## src/rtl/core/pvu_pkg.sv

```systemverilog
// Package for the particle swarm velocity and position update block.
// Holds the fixed-point word types, register reset values, register
// indexes and the 16-bit saturation helper. No dependencies.
package pvu_pkg;

	// Signed Q8.8 value
	typedef logic signed [15:0] q88_t;

	// Configuration register indexes
	typedef enum logic [1:0] {
		REG_INERTIA  = 2'd0,
		REG_COG_GAIN = 2'd1,
		REG_SOC_GAIN = 2'd2,
		REG_VEL_LIM  = 2'd3
	} pvu_reg_t;

	localparam logic [15:0] INERTIA_RST  = 16'd2986;
	localparam logic [15:0] COG_GAIN_RST = 16'd8192;
	localparam logic [15:0] SOC_GAIN_RST = 16'd8192;
	localparam logic [14:0] VEL_LIM_RST  = 15'd32767;

	// One input word as it enters the pipeline
	typedef struct packed {
		q88_t        velocity;
		q88_t        position;
		q88_t        pbest;
		q88_t        leader;
		logic [15:0] rnd_cog;
		logic [15:0] rnd_soc;
		q88_t        lower;
		q88_t        upper;
	} pvu_item_t;

	// Word after the velocity sum
	typedef struct packed {
		q88_t sum;
		q88_t position;
		q88_t lower;
		q88_t upper;
	} pvu_sum_t;

	// Word after constriction, clamp and position add
	typedef struct packed {
		q88_t              velocity;
		logic signed [16:0] position;
		q88_t              lower;
		q88_t              upper;
	} pvu_step_t;

	// Saturate a wide signed value to the Q8.8 range
	function automatic q88_t sat16(input logic signed [33:0] a);
		q88_t r;
		if (a > 34'sd32767) begin
			r = 16'sh7fff;
		end else if (a < -34'sd32768) begin
			r = 16'sh8000;
		end else begin
			r = a[15:0];
		end
		return r;
	endfunction

endpackage

```

## src/rtl/core/pvu_constrict.sv

```systemverilog
// Constriction stages: scale the velocity sum, clamp it, add to position.
// Two pipeline stages with valid/ready per stage. Depends on pvu_pkg.
module pvu_constrict (
	input  logic               clk,
	input  logic               arst_n,
	input  logic               in_valid,
	output logic               in_ready,
	input  pvu_pkg::pvu_sum_t  in_word,
	input  logic [15:0]        inertia_factor,
	input  logic [14:0]        velocity_limit,
	output logic               out_valid,
	input  logic               out_ready,
	output pvu_pkg::pvu_step_t out_word
);
	import pvu_pkg::*;

	logic               vld_s4, vld_s5;
	logic               rdy_s4, rdy_s5;
	logic signed [32:0] prod_s4;
	q88_t               x_s4, lo_s4, hi_s4;
	pvu_step_t          w_s5;

	q88_t               u, u_c, lim, nlim;

	assign rdy_s5   = !vld_s5 || out_ready;
	assign rdy_s4   = !vld_s4 || rdy_s5;
	assign in_ready = rdy_s4;

	always_ff @(posedge clk or negedge arst_n) begin
		if (!arst_n) begin
			vld_s4 <= 1'b0;
			vld_s5 <= 1'b0;
		end else begin
			if (rdy_s4) vld_s4 <= in_valid;
			if (rdy_s5) vld_s5 <= vld_s4;
		end
	end

	// Stage 4: constriction product
	always_ff @(posedge clk) begin
		if (rdy_s4 && in_valid) begin
			prod_s4 <= 33'($signed({1'b0, inertia_factor})) * 33'(in_word.sum);
			x_s4    <= in_word.position;
			lo_s4   <= in_word.lower;
			hi_s4   <= in_word.upper;
		end
	end

	// Stage 5: floor, saturate, clamp to the limit, form the new position
	assign lim  = $signed({1'b0, velocity_limit});
	assign nlim = -lim;
	assign u    = sat16(34'(prod_s4 >>> 12));

	always_comb begin
		if (u > lim) begin
			u_c = lim;
		end else if (u < nlim) begin
			u_c = nlim;
		end else begin
			u_c = u;
		end
	end

	always_ff @(posedge clk) begin
		if (rdy_s5 && vld_s4) begin
			w_s5.velocity <= u_c;
			w_s5.position <= 17'(x_s4) + 17'(u_c);
			w_s5.lower    <= lo_s4;
			w_s5.upper    <= hi_s4;
		end
	end

	assign out_valid = vld_s5;
	assign out_word  = w_s5;

endmodule

```

## config.mk

```make
export PLATFORM = sky130hd
export DESIGN_NAME = pvu_constrict
export DESIGN_NICKNAME = d
export VERILOG_FILES = /design/src/rtl/core/pvu_pkg.sv /design/src/rtl/core/pvu_constrict.sv
export SDC_FILE = /design/constraint.sdc
export NUM_CORES = 1
export LEC_CHECK = 0
export BUFFER_PORTS_ARGS = -buffer_cell sky130_fd_sc_hd__buf_2
export CORE_UTILIZATION = 25
export CTS_BUF_LIST = sky130_fd_sc_hd__clkbuf_4
export CTS_CLUSTER_SIZE = 40
export DETAILED_ROUTE_END_ITERATION = 8
export PLACE_DENSITY_LB_ADDON = 0.05
export REMOVE_ABC_BUFFERS = 1
export SYNTH_ARGS = -nofsm -noshare
export SYNTH_HDL_FRONTEND = slang
export SYNTH_SLANG_ARGS = --single-unit
```

## constraint.sdc

```tcl
create_clock -name clk -period 15 [get_ports clk]
set_input_delay 4.5 -clock clk [delete_from_list [all_inputs] [get_ports clk]]
set_output_delay 4.5 -clock clk [all_outputs]
set_load 0.005 [all_outputs]
```

# ---- After elaboration in Yosys (flattened, before gate mapping)
# Cells that the tools add are included.
dict set report totals {
  input_bits 99
  regBits 148
  output_inout_bits 67
}
dict set report classes {
  mul 1
  n_lt_le_gt_ge 4
  reduce_logical 6
  n_mux 4
  n_addsub 2
}
# cell n
set ops {}
lappend ops {{16-bit two-way mux} 4}
lappend ops {{17-bit by 16-bit multiplier with 33-bit output} 1}
lappend ops {{21-bit by 16-bit greater-than comparator with 1-bit output (second input constant)} 1}
lappend ops {{21-bit by 16-bit < comparator with 1-bit output (second input constant)} 1}
lappend ops {{16-bit by 16-bit adder with 17-bit output} 1}
lappend ops {{16-bit greater-than comparator} 1}
lappend ops {{16-bit < comparator} 1}
lappend ops {{15-bit negator with 16-bit output} 1}
lappend ops {{1-bit logical AND} 2}
lappend ops {{1-bit logical NOT} 2}
lappend ops {{1-bit logical OR} 2}

# ---- Depth between registers and ports, before layout
# Gate-level depths: netlist (run 1).
dict set report depth {
  ltp_word 7
  depth_mapped 25
  mapped_depth_nobuf 24
}

# ---- Worst setup path after synthesis (run 1)
# No wires, ideal clock.
dict set report synth_timing {
  path_kind {input to register}
  start {input in_word[63] (netlist name)}
  end {register prod_s4[26], data pin}
  path_buffers 1
  t_arrival_ns 9.760
  setup_ns 0.261
  setup_slack_ns 4.980
  required_time_ns 14.739
  stages 20
  path_cell_list {clkbuf_1 nand2b_1 fa_1 inv_1 fa_1 inv_1 fa_1 inv_1 fa_1 inv_1 fa_1 inv_1 fa_1 ha_1 and3_1 and3_1 and4_1 a31oi_4 o32a_1 o311a_1}
}
dict set report synth_via {
  elab_chain_cells 1
}
# item line
set synth_lines {}
lappend synth_lines {{start: declaration} pvu_constrict.sv:8} ;# input pvu_pkg::pvu_sum_t in_word,
lappend synth_lines {{17-bit by 16-bit multiplier with 33-bit output} pvu_constrict.sv:42} ;# prod_s4 <= 33'($signed({1'b0, inertia_factor})) * 33'(in_word.sum);
lappend synth_lines {{end signal: assignment} pvu_constrict.sv:42}
lappend synth_lines {{end: declaration} pvu_constrict.sv:19} ;# logic signed [32:0] prod_s4;
# Every way passes these cells.
# A chain may end at the register's enable or synchronous reset.

# ---- Final worst setup path (run 1)
dict set report layout_timing {
  start {input velocity_limit[1]}
  end {register w_s5 (netlist bit out_word[48]), data pin}
}
dict set report layout_via {
  elab_chain_cells 5
  elab_cells_between_ends 6
}
# item line
set layout_lines {}
lappend layout_lines {{start: declaration} pvu_constrict.sv:10} ;# input logic [14:0] velocity_limit,
lappend layout_lines {{15-bit negator with 16-bit output} pvu_constrict.sv:51} ;# assign nlim = -lim;
lappend layout_lines {{16-bit < comparator} pvu_constrict.sv:57} ;# end else if (u < nlim) begin
lappend layout_lines {{16-bit two-way mux} pvu_constrict.sv:57}
lappend layout_lines {{16-bit two-way mux *} pvu_constrict.sv:55} ;# if (u > lim) begin
lappend layout_lines {{named net u_c[0]} pvu_constrict.sv:23} ;# q88_t u, u_c, lim, nlim;
lappend layout_lines {{16-bit by 16-bit adder with 17-bit output *} pvu_constrict.sv:67} ;# w_s5.position <= 17'(x_s4) + 17'(u_c);
lappend layout_lines {{end: declaration} pvu_constrict.sv:21} ;# pvu_step_t w_s5;
# The timed path passes the listed nets; every way through them passes the cells marked *.

==> reports/qor.yml, run 1 <==
outcome:
  status: "finished, violations left"
  violations: "design-rule violations"
timing:
  worstMarginPinSlew_ps: 1000
  slew_viol_final: 0
  setup_tns_ps: 0
  slew_headroom_pct: 33.0
  hold_viol: 0
  rsz0062_at_grt: "no"
  max_freq_mhz: 99.1
  setup_viol: 0
  finalClockSkew_ps: 26.0
  fin_crit_sh_pct: 67.3
  layout_min_cycle_time_ps: 10090
global_routing:
  grt_pass1_wl_um: 67000
  grt_use_total_pct: 14.4
  grt_max_degree: 70
  grt-ovfl-total: 0
  grt_pass1_vias: 11600
  grt_antenna_before_repair: 2
die:
  start_util_pct: 25.4
  die_h_um: 248
  die-area_um2: 61400
  coreArea_um2: 59400
  die_w_um: 248
  io_pins: 166
  rows: 89
setup_path:
  endpoint_kind: "register"
  r2r_cells: 23
  path_max_fanout: 11
  regToRegEndpoint: "out_word[48]$_DFFE_PP_"
  path_class: "in -> reg"
  worstReg2RegStart: "prod_s4[27]$_DFFE_PP_"
  r2r_setup_slack_ps: 9080
  cp-start-kind: "input port"
  critical_path_required_ps: 15330
  setup.worst_path.start: "velocity_limit[1]"
  crit_slowest_cell: "o311ai_0"
  crit_top_cell: "ha_1"
  critPathArrivalTime_ps: 10420
  slowest_delay_ps: 610
drt:
  drtPass1Iterations: 9
  drc_errors: 14
  wl_per_cell_um: 17.7
  postRouteAntennaNets: 0
  vias: 10600
  drtIter0Drc: 412
  viasPerCell: 4.41
  wl_um: 42400
place:
  gp_congestion: 0.761
  placed_cell_area_um2: 16700
  io_buffer_count: 165
  dp_hpwl_um: 33800
synth:
  yosys_warnings: 0
  ys_seq_elements: 136
  netlist_instances: 1467
  synth_edf_count: 134
  synth_cell_types: 73
  synthesis.area_um2: 15100
  ys_seq_area_share_pct: 27.0
  synthFlopType: "edfxtp_1"
  synth_area_per_cell_um2: 10.3
  async_reset_ff_share_pct: 1.47
pwr:
  p_leak_uw: 0.00799
  irDropWorstVdd_uv: 174
  p_per_area_nw_per_um2: 219
finish:
  final_cell_mix: "inv_1 (271), fa_1 (194), nand2_1 (184), ha_1 (166), buf_2 (165)"
  drive_above_1_share_pct: 13.7
  multi_input_area_um2: 9810
  num-fill-cells: 6331
  area_growth_pct: 12.9
  regArea_um2: 4070
  nets: 2069
  mostFrequentLayoutCell: "inv_1"
  fin_area_um2: 17000
cts:
  clk_latency_ps: 600
  htreeDepth: 4
  cts_buffer_depth: 2
  cts_setup_buffers: 0
  cts_hold_buffers: 0
  cts-resized-gates: 0
  cts_root_buf: "clkbuf_4"
  numClockSinks: 136
  numCtsBuffers: 17
  cts.clk_slew.worst_paths_ps: 150
  cts_tree: "done"
worst_hold_path:
  min-delay-start: "hi_s4[2]$_DFFE_PP_"
  hold_path_depth: 0
  holdPathEnd: "out_word[2]$_DFFE_PP_"
  hold_class: "reg -> reg"
run:
  maxCapViolCount: 0
==> logic make-up after synthesis <==
group / share of synthesized area, %
adder cells (fa/ha/maj): 39.5
XOR/XNOR: 2.38
AO/OA/AOI/OAI: 8.84
multiplexers: 0.878
buffers and inverters: 8.13
flip-flops: 27.0
AND/OR/NAND/NOR: 13.3
==> Yosys cell counts (3+ instances only) <==
master / n / share of area (%)
nand4_1: 11 / 0.46
and4_1: 3 / 0.17
o22ai_1: 5 / 0.21
nand2b_1: 20 / 0.83
inv_1: 271 / 6.7
o211ai_1: 3 / 0.15
nor2b_1: 7 / 0.29
mux2i_1: 11 / 0.73
buf_4: 3 / 0.15
o21bai_1: 5 / 0.25
o311a_1: 3 / 0.20
nor3_1: 14 / 0.46
o21ai_0: 31 / 1.0
clkbuf_1: 40 / 0.99
o22a_1: 3 / 0.17
nand3_1: 12 / 0.40
nor2_1: 37 / 0.92
a221oi_1: 5 / 0.29
a21o_1: 24 / 1.2
o31ai_1: 5 / 0.25
xor2_1: 12 / 0.70
a31oi_1: 7 / 0.29
and2_1: 97 / 4.0
a21oi_1: 53 / 1.8
a211o_1: 3 / 0.17
fa_1: 194 / 26
a211oi_1: 3 / 0.15
o21a_1: 11 / 0.55
xnor2_1: 29 / 1.7
a22oi_1: 4 / 0.20
and3_1: 5 / 0.21
ha_1: 166 / 14
edfxtp_1: 134 / 27
nand2_1: 184 / 4.6
==> sequential cells by signal (all words and copies together) (netlist names) <==
| name | cells |
|---|---|
| hi_s4 | 16 |
| lo_s4 | 16 |
| out_valid | 1 |
| out_word | 65 |
| prod_s4 | 21 |
| vld_s4 | 1 |
| x_s4 | 16 |
==> through the flow <==
| stage | hold slack (ps) | total power (µW) | cells | worst slack (ps) | util [%] |
|---|---|---|---|---|---|
| after floorplan | 400 | 2720 | 1421 | 5210 | - |
| after global placement | 401 | 3550 | 2364 | 4160 | 28.2 |
| after detailed placement | 405 | 3520 | 2364 | 4150 | 28.2 |
| after CTS | 424 | 3820 | 2396 | 4810 | 28.7 |
| after global routing | 414 | 4180 | 2397 | 4420 | 28.7 |
| final | 422 | 3730 | 2397 | 4910 | 28.7 |
==> worst max-delay path: cells and delay by family <==
family | cells | cell delay (ps)
AOI/OAI and AO/OA | 10 | 2540
and+or+nand+nor | 7 | 1800
adders and majority gates | 4 | 1180
buffers and inverters | 3 | 260
xor gates and xnor gates | 1 | 140
==> worst max-delay path by stage <==
stage                                        end
after floorplan            prod_s4[26]$_DFFE_PP_
after global placement    out_word[48]$_DFFE_PP_
after detailed placement  out_word[48]$_DFFE_PP_
after CTS                 out_word[48]$_DFFE_PP_
after global routing      out_word[48]$_DFFE_PP_
final                     out_word[48]$_DFFE_PP_
==> metal layers <==
layer  GRT usage [%]  share of wire [%]  wire length (µm)  vias to the layer above
met3            1.63                2.7              1140                       23
met4            3.00                1.1               468                        0
met1            19.3                 48             20300                     5291
met5               0                  0                 0                        -
li1                -                  -                 -                     5088
met2            24.8                 48             20500                      158
==> power breakdown <==
group / internal (µW) / switching (µW) / leakage [µW]
logic: 1140 / 1680 / 0.00653
clock network: 92.2 / 168 / 0.000162
registers: 633 / 20.7 / 0.00131
total: 1860 / 1860 / 0.00799
==> cell type report <==
class | count | share of cell area, %
Timing Repair Buffer | 170 | 5.07
Antenna cell | 1 | 0.0147
Inverter | 271 | 5.97
Clock buffer | 17 | 0.749
Clock inverter | 15 | 1.06
Multi-Input combinational cell | 1014 | 57.6
Tap cell | 773 | 5.68
Sequential cell | 136 | 23.9
Note: power is estimated with default switching activity, not from simulation.
==> inputs of run 2 (changes only) <==
clock period = 8.5 ns   (was 15 ns; I/O delays follow)
==> run 2 against run 1 <==
  * The flow still finishes with violations (design-rule violations)
  * Final area rose by 1.8%
  * First-iteration DRC count decreased by 6.3%
  * Worst hold slack about the same
  * Critical path type unchanged
==> reports/qor.yml, run 2 (synthesized netlist as in run 1, its figures left out) <==
cts:
  cts_buffer_depth: 2
  cts_setup_buffers: 0
  cts-resized-gates: 0
  htreeDepth: 4
  clk_latency_ps: 600
  cts_tree: "done"
  cts_root_buf: "clkbuf_4"
  numClockSinks: 136
  cts_hold_buffers: 0
  cts.clk_slew.worst_paths_ps: 130
  numCtsBuffers: 17
setup_path:
  endpoint_kind: "register"
  critical_path_required_ps: 8840
  slowest_delay_ps: 550
  crit_top_cell: "fa_1"
  path_max_fanout: 16
  crit_slowest_cell: "fa_1"
  cp.buffers_inverters: 6
  path_class: "in -> reg"
  path_cells: "buf_2, nand2_1, fa_1, inv_1, fa_1, inv_1, fa_1, inv_1, fa_1, inv_1, fa_1, inv_1, fa_1, ha_1, nand2_1, a21oi_1, nand3_1, o211ai_2, a22oi_1, o311a_1"
  cpLargestDelayFamily: "adder cells"
  critPathArrivalTime_ps: 8220
  cp-start-kind: "input port"
finish:
  final_cell_mix: "inv_1 (271), fa_1 (194), nand2_1 (184), ha_1 (166), buf_2 (165)"
  regArea_um2: 4070
  num-fill-cells: 6331
  mostFrequentLayoutCell: "inv_1"
  multi_input_area_um2: 9810
  nets: 2115
  drive_above_1_share_pct: 16.1
  largest_reg_flops: 65
  fin_cells: 2443
  area_growth_pct: 14.9
pwr:
  swShare_pct: 48.5
  p_leak_uw: 0.00820
  power_frac_seq_pct: 17.0
  clockPowerShare_pct: 6.2
  p_per_area_nw_per_um2: 390
  combPwrFrac_pct: 76.8
  switching_power_uw: 3290
  p_int_uw: 3480
  irDropWorstVdd_uv: 322
place:
  dp_cells: 2410
  dp_hpwl_um: 34900
  gp_congestion: 0.763
  place_ws_ps: -29.2
  io_buffer_count: 165
die:
  die-area_um2: 61400
  die_w_um: 248
  rows: 89
  coreArea_um2: 59400
  die_h_um: 248
  io_pins: 166
  start_util_pct: 25.4
timing:
  slew_headroom_pct: 33.7
  setup_viol: 0
  finalClockSkew_ps: 31.7
  worst_slack_ps: 623
  max_freq_mhz: 127
  layout_min_cycle_time_ps: 7880
  rsz0062_at_grt: "no"
  hold_viol: 0
  fin_crit_sh_pct: 92.7
  slew_viol_final: 0
  worstMarginPinSlew_ps: 994
global_routing:
  grt_pass1_vias: 11300
  grt-ovfl-total: 0
  grt_antenna_before_repair: 1
  grt_use_total_pct: 14.1
  grt_pass1_wl_um: 65800
  grt_max_degree: 70
worst_hold_path:
  hold_class: "reg -> reg"
run:
  maxCapViolCount: 0
outcome:
  violations: "design-rule violations"
  status: "finished, violations left"
drt:
  drc_errors: 15
  drtPass1Iterations: 6
  wl_per_cell_um: 17.3
  wl_um: 42300
  postRouteAntennaNets: 0
  viasPerCell: 4.34
  vias: 10600
  drtIter0Drc: 386
run 2: power by group through the flow:
stage               Clock (µW)  Sequential [µW]  Combinational [µW]
floorplan                    0             1180                3630
global placement             0             1170                5350
detailed placement           0             1170                5270
CTS                        454             1160                5320
global route               476             1170                5980
finish                     419             1150                5200
run 2: cell type report:
type	instances	area share, %
timing repair buffer	216	6.97
tap	773	5.58
sequential	136	23.5
multi-input combinational	1014	56.5
antenna	1	0.0144
clock buffer	17	0.736
inverter	271	5.86
clock inverter	15	0.815
run 2: metrics by stage:
stage               power [µW]  instance area [µm²]  util [%]  setup TNS, ps  hold WS [ps]
finish                    6770                17300      29.2              0           423
global route              7620                17300      29.2              0           435
CTS                       6930                17300      29.2              0           430
detailed placement        6440                17100      28.8          -29.2           405
global placement          6520                17100      28.8          -54.3           401
floorplan                 4810                14900         -              0           400
run 2: worst paths after layout:
check | start | to | cells after the start | slack, ps
setup / recovery | in_word[54] | prod_s4[32]$_DFFE_PP_ | 20 | 620
min in group asynchronous | arst_n | out_valid$_DFFE_PN0P_ | 1 | 1700
setup reg to reg | prod_s4[27]$_DFFE_PP_ | out_word[47]$_DFFE_PP_ | 19 | 2610
hold reg to reg | lo_s4[14]$_DFFE_PP_ | out_word[30]$_DFFE_PP_ | 0 | 420
hold / removal | lo_s4[14]$_DFFE_PP_ | out_word[30]$_DFFE_PP_ | 0 | 420
max in group asynchronous | arst_n | vld_s4$_DFFE_PN0N_ | 1 | 6700
run 2: metal layers:
layer	wire [µm]	GRT usage, %
met3	1060	1.45
met5	0	0
met2	19900	23.5
met1	20700	19.5
met4	646	3.52
run 2: worst reg2reg max path, cell delays in order (launching register included):
cell,delay [ps]
edfxtp_1,400
nor3_1,200
a21oi_1,90
buf_4,190
a21oi_1,250
inv_1,100
ha_1,320
nand4_1,130
nor3_1,420
o21ai_0,310
a41oi_2,780
nor2_1,120
a221oi_1,570
ha_1,270
inv_1,60
o21ai_0,340
a21oi_1,190
o211a_1,310
or4b_2,610
nand4_1,100
